<file path="config.mk">
export PLATFORM = sky130hd
export DESIGN_NAME = motor_speed_pid_dual_mode_core_flat
export DESIGN_NICKNAME = d
export VERILOG_FILES = /design/src/design/mspd_pkg.sv /design/src/design/mspd_req_if.sv /design/src/design/mspd_rsp_if.sv /design/src/design/motor_speed_pid_dual_mode_core.sv /design/src/design/mspd_cfg.sv /design/src/design/mspd_state.sv /design/src/design/mspd_calc.sv /design/src/flat_wrapper.sv
export VERILOG_INCLUDE_DIRS = /design/src /design/src/design
export SDC_FILE = /design/constraint.sdc
export NUM_CORES = 2
export LEC_CHECK = 0
export ABC_AREA = 1
export BUFFER_PORTS_ARGS = -buffer_cell sky130_fd_sc_hd__buf_2
export CAP_MARGIN = 10
export CORE_UTILIZATION = 30
export CTS_BUF_LIST = sky130_fd_sc_hd__clkbuf_4 sky130_fd_sc_hd__clkbuf_8
export CTS_CLUSTER_SIZE = 25
export DETAILED_ROUTE_END_ITERATION = 10
export PLACE_DENSITY = 0.56
export SETUP_SLACK_MARGIN = 0.1
export SKIP_CTS_REPAIR_TIMING = 1
export SLEW_MARGIN = 0
export SYNTH_ARGS = -nofsm -noshare
export SYNTH_HDL_FRONTEND = slang
export SYNTH_HIERARCHICAL = 1
export SYNTH_SLANG_ARGS = --single-unit
</file>
<file path="constraint.sdc">
create_clock -name clk -period 20.7 [get_ports clk]
set_clock_uncertainty 0.2 [all_clocks]
set_input_delay 1.035 -clock clk [delete_from_list [all_inputs] [get_ports clk]]
set_output_delay 1.035 -clock clk [all_outputs]
set_load 0.02 [all_outputs]
</file>
<file path="src/design/motor_speed_pid_dual_mode_core_macros.svh">
// assertion macros for the dual-mode motor speed pid core
`ifndef MOTOR_SPEED_PID_DUAL_MODE_CORE_MACROS_SVH
`define MOTOR_SPEED_PID_DUAL_MODE_CORE_MACROS_SVH

// same-cycle implication, disabled while in reset
`define MSPD_ASSERT_NOW(label, clk, rst_n, ante, cons, msg) \
	label: assert property (@(posedge clk) disable iff (!rst_n) (ante) |-> (cons)) \
		else $error(msg);

// next-cycle implication, disabled while in reset
`define MSPD_ASSERT_NEXT(label, clk, rst_n, ante, cons, msg) \
	label: assert property (@(posedge clk) disable iff (!rst_n) (ante) |=> (cons)) \
		else $error(msg);

`endif

</file>
<file path="src/design/mspd_pkg.sv">
// shared types and constants for the dual-mode motor speed pid core
package mspd_pkg;

	localparam int ERR_W   = 17;
	localparam int DRIVE_W = 16;
	localparam int GAIN_W  = 16;
	localparam int LIM_W   = 15;
	localparam int CFG_W   = 16;
	localparam int CIDX_W  = 3;
	localparam int FRAC_W  = 8;

	localparam logic signed [GAIN_W-1:0] GAIN_P_RST   = 16'sd256;
	localparam logic signed [GAIN_W-1:0] GAIN_I_RST   = 16'sd0;
	localparam logic signed [GAIN_W-1:0] GAIN_D_RST   = 16'sd0;
	localparam logic [LIM_W-1:0]         OUT_LIM_RST  = 15'd7000;
	localparam logic [LIM_W-1:0]         DEADBAND_RST = 15'd40;
	localparam logic [LIM_W-1:0]         SEP_RST      = 15'd1500;
	localparam logic [LIM_W-1:0]         INT_LIM_RST  = 15'd4000;

	typedef enum logic {
		MODE_INCR = 1'b0,
		MODE_POS  = 1'b1
	} mode_t;

	typedef enum logic {
		KIND_COMPUTE = 1'b0,
		KIND_CLEAR   = 1'b1
	} kind_t;

	typedef enum logic [CIDX_W-1:0] {
		REG_MODE     = 3'd0,
		REG_GAIN_P   = 3'd1,
		REG_GAIN_I   = 3'd2,
		REG_GAIN_D   = 3'd3,
		REG_OUT_LIM  = 3'd4,
		REG_DEADBAND = 3'd5,
		REG_SEP      = 3'd6,
		REG_INT_LIM  = 3'd7
	} cfg_reg_t;

	typedef struct packed {
		logic                      kind;
		logic [1:0]                motor;
		logic signed [DRIVE_W-1:0] target_speed;
		logic signed [DRIVE_W-1:0] measured_speed;
	} req_t;

	typedef struct packed {
		logic signed [DRIVE_W-1:0] drive;
		logic                      limited;
	} rsp_t;

	typedef struct packed {
		mode_t                    mode;
		logic signed [GAIN_W-1:0] gain_p;
		logic signed [GAIN_W-1:0] gain_i;
		logic signed [GAIN_W-1:0] gain_d;
		logic [LIM_W-1:0]         output_limit;
		logic [LIM_W-1:0]         error_deadband;
		logic [LIM_W-1:0]         separation_bound;
		logic [LIM_W-1:0]         integral_limit;
	} cfg_t;

	typedef struct packed {
		logic signed [ERR_W-1:0]   last_error;
		logic signed [ERR_W-1:0]   older_error;
		logic signed [ERR_W-1:0]   error_sum;
		logic signed [DRIVE_W-1:0] acc_drive;
	} motor_state_t;

	typedef struct packed {
		logic         en;
		logic         all;
		motor_state_t next;
	} state_wr_t;

endpackage

</file>
<file path="src/design/mspd_req_if.sv">
// request channel interface: valid, ready and one request payload
interface mspd_req_if;
	logic           valid;
	logic           ready;
	mspd_pkg::req_t data;

	modport source (output valid, output data, input ready);
	modport sink (input valid, input data, output ready);
endinterface

</file>
<file path="src/design/mspd_rsp_if.sv">
// result channel interface: valid, ready and one result payload
interface mspd_rsp_if;
	logic           valid;
	logic           ready;
	mspd_pkg::rsp_t data;

	modport source (output valid, output data, input ready);
	modport sink (input valid, input data, output ready);
endinterface

</file>
<file path="src/design/motor_speed_pid_dual_mode_core.sv">
// top level of the dual-mode motor speed pid core
//
//  port     dir   handshake        moves
//  req      sink  valid / ready    kind, motor, target_speed, measured_speed
//  rsp      src   valid / ready    drive, limited
//  cfg_*    in    cfg_wr_en only   register index and data, no read-back
//
// one request per cycle sustained while rsp.ready stays high; each request passes through
// the input stage and then the result register before its result is presented
// the per-motor history read-modify-write is written back as a request leaves the input
// stage, so a request on the same motor right behind the previous one sees its update
// reset zeroes history and both valid flags and restores the register defaults
// a stalled result holds the input stage, and req.ready then follows rsp.ready
`include "motor_speed_pid_dual_mode_core_macros.svh"

module motor_speed_pid_dual_mode_core #(
	parameter int MOTORS = 2
) (
	input  logic                        clk,
	input  logic                        arst_n,
	input  logic                        cfg_wr_en,
	input  logic [mspd_pkg::CIDX_W-1:0] cfg_index,
	input  logic [mspd_pkg::CFG_W-1:0]  cfg_wdata,
	mspd_req_if.sink                    req,
	mspd_rsp_if.source                  rsp
);

	localparam int IDX_W = (MOTORS > 1) ? $clog2(MOTORS) : 1;

	mspd_pkg::cfg_t         cfg;
	mspd_pkg::motor_state_t cur_st;
	mspd_pkg::state_wr_t    st_wr;
	mspd_pkg::rsp_t         rsp_d;

	// input stage
	logic                   valid_s1;
	mspd_pkg::req_t         req_s1;

	// result register
	logic                   rsp_valid_q;
	mspd_pkg::rsp_t         rsp_q;

	logic                   advance;
	logic                   motor_ok;
	logic                   motor_all;
	logic [IDX_W-1:0]       idx;

	// the input stage moves on when the result register is free or being drained
	assign advance   = valid_s1 && (!rsp_valid_q || rsp.ready);
	assign req.ready = !valid_s1 || advance;

	assign rsp.valid = rsp_valid_q;
	assign rsp.data  = rsp_q;

	// motor decode: index equal to the motor count means all motors on clear
	assign motor_ok  = {30'd0, req_s1.motor} < 32'(MOTORS);
	assign motor_all = {30'd0, req_s1.motor} == 32'(MOTORS);
	assign idx       = IDX_W'(req_s1.motor);

	mspd_cfg u_cfg (
		.clk       (clk),
		.arst_n    (arst_n),
		.cfg_wr_en (cfg_wr_en),
		.cfg_index (cfg_index),
		.cfg_wdata (cfg_wdata),
		.cfg       (cfg)
	);

	mspd_state #(
		.MOTORS (MOTORS),
		.IDX_W  (IDX_W)
	) u_state (
		.clk    (clk),
		.arst_n (arst_n),
		.idx    (idx),
		.wr_go  (advance),
		.wr     (st_wr),
		.rd     (cur_st)
	);

	mspd_calc u_calc (
		.req       (req_s1),
		.motor_ok  (motor_ok),
		.motor_all (motor_all),
		.cfg       (cfg),
		.cur       (cur_st),
		.rsp       (rsp_d),
		.wr        (st_wr)
	);

	// input stage control
	always_ff @(posedge clk or negedge arst_n) begin
		if (!arst_n) begin
			valid_s1 <= 1'b0;
		end else if (req.ready) begin
			valid_s1 <= req.valid;
		end
	end

	// input stage payload, no reset needed
	always_ff @(posedge clk) begin
		if (req.ready && req.valid) begin
			req_s1 <= req.data;
		end
	end

	// result register control
	always_ff @(posedge clk or negedge arst_n) begin
		if (!arst_n) begin
			rsp_valid_q <= 1'b0;
		end else if (advance) begin
			rsp_valid_q <= 1'b1;
		end else if (rsp.ready) begin
			rsp_valid_q <= 1'b0;
		end
	end

	// result payload
	always_ff @(posedge clk) begin
		if (advance) begin
			rsp_q <= rsp_d;
		end
	end

	// an empty input stage always takes a request
	`MSPD_ASSERT_NOW(a_empty_ready, clk, arst_n, !valid_s1, req.ready, "input stage empty but not ready")
	// a blocked result keeps the waiting request in the input stage
	`MSPD_ASSERT_NEXT(a_stall_hold, clk, arst_n, valid_s1 && rsp_valid_q && !rsp.ready, valid_s1 && $stable(req_s1), "input stage lost under stall")
	// clear requests report a zero drive
	`MSPD_ASSERT_NEXT(a_clear_zero, clk, arst_n, advance && (req_s1.kind == mspd_pkg::KIND_CLEAR), rsp.valid && (rsp.data.drive == 16'sd0) && !rsp.data.limited, "clear result not zero")
	// compute on a motor that does not exist reports a zero drive
	`MSPD_ASSERT_NEXT(a_bad_motor_zero, clk, arst_n, advance && (req_s1.kind == mspd_pkg::KIND_COMPUTE) && !motor_ok, rsp.valid && (rsp.data.drive == 16'sd0) && !rsp.data.limited, "invalid motor result not zero")

endmodule

</file>
<file path="src/design/mspd_cfg.sv">
// configuration register file written through the plain write port
module mspd_cfg (
	input  logic                        clk,
	input  logic                        arst_n,
	input  logic                        cfg_wr_en,
	input  logic [mspd_pkg::CIDX_W-1:0] cfg_index,
	input  logic [mspd_pkg::CFG_W-1:0]  cfg_wdata,
	output mspd_pkg::cfg_t              cfg
);

	mspd_pkg::cfg_t     cfg_q;
	mspd_pkg::cfg_reg_t sel;

	assign sel = mspd_pkg::cfg_reg_t'(cfg_index);
	assign cfg = cfg_q;

	always_ff @(posedge clk or negedge arst_n) begin
		if (!arst_n) begin
			cfg_q.mode             <= mspd_pkg::MODE_INCR;
			cfg_q.gain_p           <= mspd_pkg::GAIN_P_RST;
			cfg_q.gain_i           <= mspd_pkg::GAIN_I_RST;
			cfg_q.gain_d           <= mspd_pkg::GAIN_D_RST;
			cfg_q.output_limit     <= mspd_pkg::OUT_LIM_RST;
			cfg_q.error_deadband   <= mspd_pkg::DEADBAND_RST;
			cfg_q.separation_bound <= mspd_pkg::SEP_RST;
			cfg_q.integral_limit   <= mspd_pkg::INT_LIM_RST;
		end else if (cfg_wr_en) begin
			unique case (sel)
				mspd_pkg::REG_MODE:     cfg_q.mode <= mspd_pkg::mode_t'(cfg_wdata[0]);
				mspd_pkg::REG_GAIN_P:   cfg_q.gain_p <= cfg_wdata;
				mspd_pkg::REG_GAIN_I:   cfg_q.gain_i <= cfg_wdata;
				mspd_pkg::REG_GAIN_D:   cfg_q.gain_d <= cfg_wdata;
				mspd_pkg::REG_OUT_LIM:  cfg_q.output_limit <= cfg_wdata[mspd_pkg::LIM_W-1:0];
				mspd_pkg::REG_DEADBAND: cfg_q.error_deadband <= cfg_wdata[mspd_pkg::LIM_W-1:0];
				mspd_pkg::REG_SEP:      cfg_q.separation_bound <= cfg_wdata[mspd_pkg::LIM_W-1:0];
				mspd_pkg::REG_INT_LIM:  cfg_q.integral_limit <= cfg_wdata[mspd_pkg::LIM_W-1:0];
				default:                cfg_q <= cfg_q;
			endcase
		end
	end

endmodule

</file>
<file path="src/design/mspd_state.sv">
// per-motor controller history: error taps, integral and accumulated drive
module mspd_state #(
	parameter int MOTORS = 2,
	parameter int IDX_W  = 1
) (
	input  logic                   clk,
	input  logic                   arst_n,
	input  logic [IDX_W-1:0]       idx,
	input  logic                   wr_go,
	input  mspd_pkg::state_wr_t    wr,
	output mspd_pkg::motor_state_t rd
);

	mspd_pkg::motor_state_t st_q [MOTORS];

	// out-of-range index only happens on requests that never use the value
	assign rd = (32'(idx) < 32'(MOTORS)) ? st_q[idx] : '0;

	always_ff @(posedge clk or negedge arst_n) begin
		if (!arst_n) begin
			for (int m = 0; m < MOTORS; m++) begin
				st_q[m] <= '0;
			end
		end else if (wr_go && wr.all) begin
			for (int m = 0; m < MOTORS; m++) begin
				st_q[m] <= '0;
			end
		end else if (wr_go && wr.en && (32'(idx) < 32'(MOTORS))) begin
			st_q[idx] <= wr.next;
		end
	end

endmodule

</file>
<file path="src/design/mspd_calc.sv">
// single-pass pid datapath: error, operand select, three gain products, round and clamp
module mspd_calc (
	input  mspd_pkg::req_t         req,
	input  logic                   motor_ok,
	input  logic                   motor_all,
	input  mspd_pkg::cfg_t         cfg,
	input  mspd_pkg::motor_state_t cur,
	output mspd_pkg::rsp_t         rsp,
	output mspd_pkg::state_wr_t    wr
);

	logic signed [16:0] err;
	logic signed [17:0] d_p;
	logic signed [18:0] d_d;
	logic signed [16:0] dead_s;
	logic signed [16:0] sep_s;
	logic signed [17:0] ilim_s;
	logic               in_band;
	logic               in_sep;
	logic signed [16:0] e_pos;
	logic signed [16:0] sum_base;
	logic signed [17:0] integ;
	logic signed [17:0] integ_c;
	logic signed [16:0] esum_new;
	logic signed [17:0] d_pos;
	logic signed [17:0] op_p;
	logic signed [16:0] op_i;
	logic signed [18:0] op_d;
	logic signed [33:0] prod_p;
	logic signed [32:0] prod_i;
	logic signed [34:0] prod_d;
	logic signed [36:0] acc_q88;
	logic signed [36:0] acc_rnd;
	logic signed [28:0] rnd;
	logic signed [29:0] acc_sum;
	logic signed [29:0] olim_s;
	logic signed [15:0] inc_drive;
	logic               inc_lim;
	logic signed [15:0] pos_drive;
	logic               pos_lim;
	logic               incr;
	logic               clear;

	assign incr  = (cfg.mode == mspd_pkg::MODE_INCR);
	assign clear = (req.kind == mspd_pkg::KIND_CLEAR);

	assign err = 17'(req.target_speed) - 17'(req.measured_speed);

	// incremental differences
	assign d_p = 18'(err) - 18'(cur.last_error);
	assign d_d = 19'(err) - (19'(cur.last_error) <<< 1) + 19'(cur.older_error);

	// positional dead band and separated integral
	assign dead_s  = $signed({2'b00, cfg.error_deadband});
	assign sep_s   = $signed({2'b00, cfg.separation_bound});
	assign ilim_s  = $signed({3'b000, cfg.integral_limit});
	assign in_band = (err >= -dead_s) && (err <= dead_s);
	assign e_pos   = in_band ? '0 : err;
	assign sum_base = in_band ? '0 : cur.error_sum;
	assign in_sep  = (e_pos > -sep_s) && (e_pos < sep_s);
	assign integ   = 18'(sum_base) + 18'(e_pos);

	always_comb begin
		if (integ > ilim_s) begin
			integ_c = ilim_s;
		end else if (integ < -ilim_s) begin
			integ_c = -ilim_s;
		end else begin
			integ_c = integ;
		end
	end

	assign esum_new = in_sep ? integ_c[16:0] : sum_base;
	assign d_pos    = 18'(e_pos) - 18'(cur.older_error);

	// one multiplier per gain, shared by both forms
	assign op_p = incr ? d_p : 18'(e_pos);
	assign op_i = incr ? err : esum_new;
	assign op_d = incr ? d_d : 19'(d_pos);

	assign prod_p  = 34'(cfg.gain_p) * 34'(op_p);
	assign prod_i  = 33'(cfg.gain_i) * 33'(op_i);
	assign prod_d  = 35'(cfg.gain_d) * 35'(op_d);
	assign acc_q88 = 37'(prod_p) + 37'(prod_i) + 37'(prod_d);

	// round half up: add half an lsb, floor shift
	assign acc_rnd = acc_q88 + 37'sd128;
	assign rnd     = acc_rnd[36:mspd_pkg::FRAC_W];

	assign acc_sum = 30'(cur.acc_drive) + 30'(rnd);
	assign olim_s  = $signed({15'd0, cfg.output_limit});

	always_comb begin
		if (acc_sum > olim_s) begin
			inc_drive = olim_s[15:0];
			inc_lim   = 1'b1;
		end else if (acc_sum < -olim_s) begin
			inc_drive = 16'(-olim_s);
			inc_lim   = 1'b1;
		end else begin
			inc_drive = acc_sum[15:0];
			inc_lim   = 1'b0;
		end
	end

	always_comb begin
		if (rnd > 29'sd32767) begin
			pos_drive = 16'sh7FFF;
			pos_lim   = 1'b1;
		end else if (rnd < -29'sd32768) begin
			pos_drive = 16'sh8000;
			pos_lim   = 1'b1;
		end else begin
			pos_drive = rnd[15:0];
			pos_lim   = 1'b0;
		end
	end

	always_comb begin
		rsp     = '0;
		wr.en   = 1'b0;
		wr.all  = 1'b0;
		wr.next = cur;
		if (clear) begin
			wr.en   = motor_ok;
			wr.all  = motor_all;
			wr.next = '0;
		end else if (motor_ok) begin
			wr.en = 1'b1;
			if (incr) begin
				rsp.drive            = inc_drive;
				rsp.limited          = inc_lim;
				wr.next.acc_drive    = inc_drive;
				wr.next.older_error  = cur.last_error;
				wr.next.last_error   = err;
			end else begin
				rsp.drive            = pos_drive;
				rsp.limited          = pos_lim;
				wr.next.error_sum    = esum_new;
				wr.next.older_error  = e_pos;
			end
		end
	end

endmodule
</file>
<file path="src/flat_wrapper.sv">
// flat-port wrapper written by rule: the top's interface ports become plain ports
module motor_speed_pid_dual_mode_core_flat 
#(
	parameter int MOTORS = 2
)
  (clk, arst_n, cfg_wr_en, cfg_index, cfg_wdata, req_valid, req_data, req_ready, rsp_valid, rsp_data, rsp_ready);
  mspd_req_if req_i ();
  mspd_rsp_if rsp_i ();
  input  logic clk;
  input  logic arst_n;
  input  logic cfg_wr_en;
  input  logic [mspd_pkg::CIDX_W-1:0] cfg_index;
  input  logic [mspd_pkg::CFG_W-1:0] cfg_wdata;
  input wire logic [$bits(req_i.valid)-1:0] req_valid;
  input wire logic [$bits(req_i.data)-1:0] req_data;
  output wire logic [$bits(req_i.ready)-1:0] req_ready;
  output wire logic [$bits(rsp_i.valid)-1:0] rsp_valid;
  output wire logic [$bits(rsp_i.data)-1:0] rsp_data;
  input wire logic [$bits(rsp_i.ready)-1:0] rsp_ready;
  assign req_i.valid = req_valid;
  assign req_i.data = req_data;
  assign req_ready = req_i.ready;
  assign rsp_valid = rsp_i.valid;
  assign rsp_data = rsp_i.data;
  assign rsp_i.ready = rsp_ready;
  motor_speed_pid_dual_mode_core #(.MOTORS(MOTORS)) u_core (.clk(clk), .arst_n(arst_n), .cfg_wr_en(cfg_wr_en), .cfg_index(cfg_index), .cfg_wdata(cfg_wdata), .req(req_i), .rsp(rsp_i));
endmodule
</file>
==> impl_metrics.ini <==
[detailed_routing]
ant_nets = 0
firstDrtPassIters = 7
drt_iter0_drc = 4445
via_per_inst = 4.89
via_count = 49364
drc_errors = 0
routed_wl_mm = 210
wl_per_cell_um = 20.8

[logic_synthesis]
synth_nets = 9005
synth_area_mm2 = 0.0590
synth_compound_area_share_pct = 5.83
async_flop_share_pct = 82.5
synth_top_area_cell = fa_1
netlist_top_cells_area = fa_1 36%, nand2_1 12%, inv_1 10%
synth_cell_types = 70
synthSimpleGateAreaFrac_pct = 20.9
yosysSeqAreaShare_pct = 13.1
ys.flop_type = dfrtp_1
synth-xor-area-share_pct = 2.05
synth_fa_ha_area_share_pct = 45.4
synth_edf_count = 52
syn_inst = 7437
ys_ff_latch = 297
synth_top_family_by_area = adder cells
synth_mux_area_share_pct = 0
yosysWarnings = 6
synth_top_area_share_pct = 35.8
synth_area_per_cell_um2 = 7.94

[finish]
area_growth_pct = 8.28
stdcell_count = 10095
num-fill-cells = 20780
drive_above_1_share_pct = 6.36
layout.area.seq_mm2 = 0.00772
multi_input_area_mm2 = 0.0440
fin_nets = 8983

[sta]
finalHoldViolations = 0
slew_violations = 0
fin_crit_sh_pct = 94.3
fin_crit_ps = 19520
timing.fmax_ghz = 0.0512
rsz0062_at_grt = no
fin_setup_tns_ps = 0
relSlewSlack_pct = 22.3
timing.hold.ws_ps = 49.4
worst_pin_slew_ps = 1160
finalSetupViolCount = 0

[global_route]
grt_busiest_layer = met2
met3_usage_pct = 3.75
first_global_vias = 50741
antenna_found_initial = 8
grt_util_met1_pct = 27.3
grt_max_degree = 103
grt_pass1_wl_mm = 318
use_met2_pct = 35.2
grt_use_total_pct = 21.3
overflow = 0

[clocking]
cts_tree = yes
clock_tree.buffer_depth = 3
clk_pin_slew_ps = 60
insertion_delay_ps = 790
numCtsBuffers = 59
clockRootBuffer = clkbuf_8
htreeDepth = 2
clock_sinks = 297

[worst_setup_path]
crit_required_ps = 21200
critPathBufInv = 10
cp.arrival_ps = 20010
crit_slowest_cell = fa_1
cp-end-kind = flip-flop
path_delay_family = adder cells
cpMostUsedCell = nand2_1
critPathMaxStageDelay_ps = 540
cp_max_fo = 15
crit_type = reg -> reg
startpoint_type = flip-flop

[die]
pin_count = 78
dieArea_mm2 = 0.199
core-area_mm2 = 0.195
start_util_pct = 30.2
rows = 162
die_w_um = 446
die_h_um = 446

[placed_design]
dp_cells = 9973
place.gp.congestion = 1.02
port-buffer-count = 77
dp_hpwl_mm = 173

[worst_hold_path]
hold_path.class = in -> async

[flow_run]
cap_violations = 0

[run_status]
status = finished clean
-- worst register-to-register path: cells and delay by family, from the launching register on --
family / cells / cell delay, ps
AOI/OAI and AO/OA: 26 / 5210
xor gates and xnor gates: 4 / 890
adders and majority gates: 16 / 6630
buffers and inverters: 10 / 1460
DFF: 1 / 370
and+or+nand+nor: 36 / 4630
-- state kept, by name, indices dropped and copies added, names as in the netlist --
name and cells:
u_core/u_state/st_q 134, u_core/idx 1, u_core/rsp.data 17, u_core/rsp.valid 1
u_core/valid_s1 1, u_core/u_cfg/cfg 109, u_core/req_s1 34
-- cell families (layout without fill, tap and decap cells) --
group,after synthesis,after routing
DFF,297,297
adders and majority gates,1509,1509
buffers and inverters,1928,1956
other,0,6
AOI/OAI and AO/OA,597,597
and+or+nand+nor,2969,2969
xor gates and xnor gates,137,137
-- metrics by stage --
| stage | setup slack, ps | utilization (%) | area [um^2] |
|---|---|---|---|
| 2_1_floorplan | 3570 | - | 59000 |
| 3_3_place_gp | -113 | 31.9 | 62200 |
| 3_5_place_dp | -247 | 31.9 | 62200 |
| 4_1_cts | -396 | 32.6 | 63600 |
| 5_1_grt | 129 | 32.7 | 63900 |
| 6_report | 1180 | 32.7 | 63900 |
-- final timing paths --
check | cells after the start | slack, ps | start | to
worst max-delay path | 92 | 1180 | u_core/req_s1[18] | u_core/u_state/st_q[79]
max in group asynchronous | 2 | 18800 | arst_n | u_core/u_cfg/cfg[71]
worst max register to register | 92 | 1180 | u_core/req_s1[18] | u_core/u_state/st_q[79]
worst min register to register | 2 | 270 | u_core/u_state/st_q[59] | u_core/u_state/st_q[59]
worst min-delay path | 1 | 50 | arst_n | u_core/valid_s1
min in group clk | 1 | 220 | req_data[7] | u_core/req_s1[7]
-- synthesized netlist by cell type (39+ instances only) --
master	number
a21oi_1	281
buf_2	59
clkbuf_1	138
dfrtp_1	222
edfxtp_1	52
fa_1	1057
ha_1	452
inv_1	1642
nand2_1	1909
nand2_2	46
nand3_1	224
nand4_1	169
nor2_1	519
nor3_1	39
o21ai_0	141
xor2_1	101
-- layer usage --
| metal | share of wire, % | vias to the layer above |
|---|---|---|
| li1 | - | 22370 |
| met1 | 41 | 24905 |
| met2 | 47 | 1733 |
| met3 | 7.3 | 354 |
| met4 | 5.2 | 2 |
| met5 | 0.0062 | - |
-- cell usage in the layout, fill, tap and decap left out, types with 12 or more instances in the layout --
master	synthesis	final
edfxtp_1	52	52
xor2_1	101	96
buf_4	16	101
a21oi_2	11	14
xnor2_1	35	35
nand3_1	224	221
nand2_1	1909	1901
ha_1	452	451
o211ai_1	24	24
nand2_2	46	52
o21bai_1	23	21
o21ai_0	141	126
a21oi_1	281	278
nor2_1	519	517
nand4_1	169	169
clkbuf_4	0	14
fa_1	1057	1055
o21ai_1	26	35
inv_2	16	16
nor3_1	39	37
inv_1	1642	1639
dfrtp_1	222	221
clkbuf_8	0	68
dfstp_2	23	23
a31oi_1	13	13
clkinv_1	5	12
o221ai_1	22	22
buf_2	59	76
-- cell type report --
type	count	area share (%)
multi-input combinational	5212	68.9
sequential	297	12.1
inverter	1665	9.80
tap	2624	5.14
timing repair buffer	180	1.85
clock buffer	82	1.63
clock inverter	29	0.619
antenna	6	0.0235
Power is not shown: default switching activity piles up to over one toggle a cycle in this logic, so the estimate is an artifact.
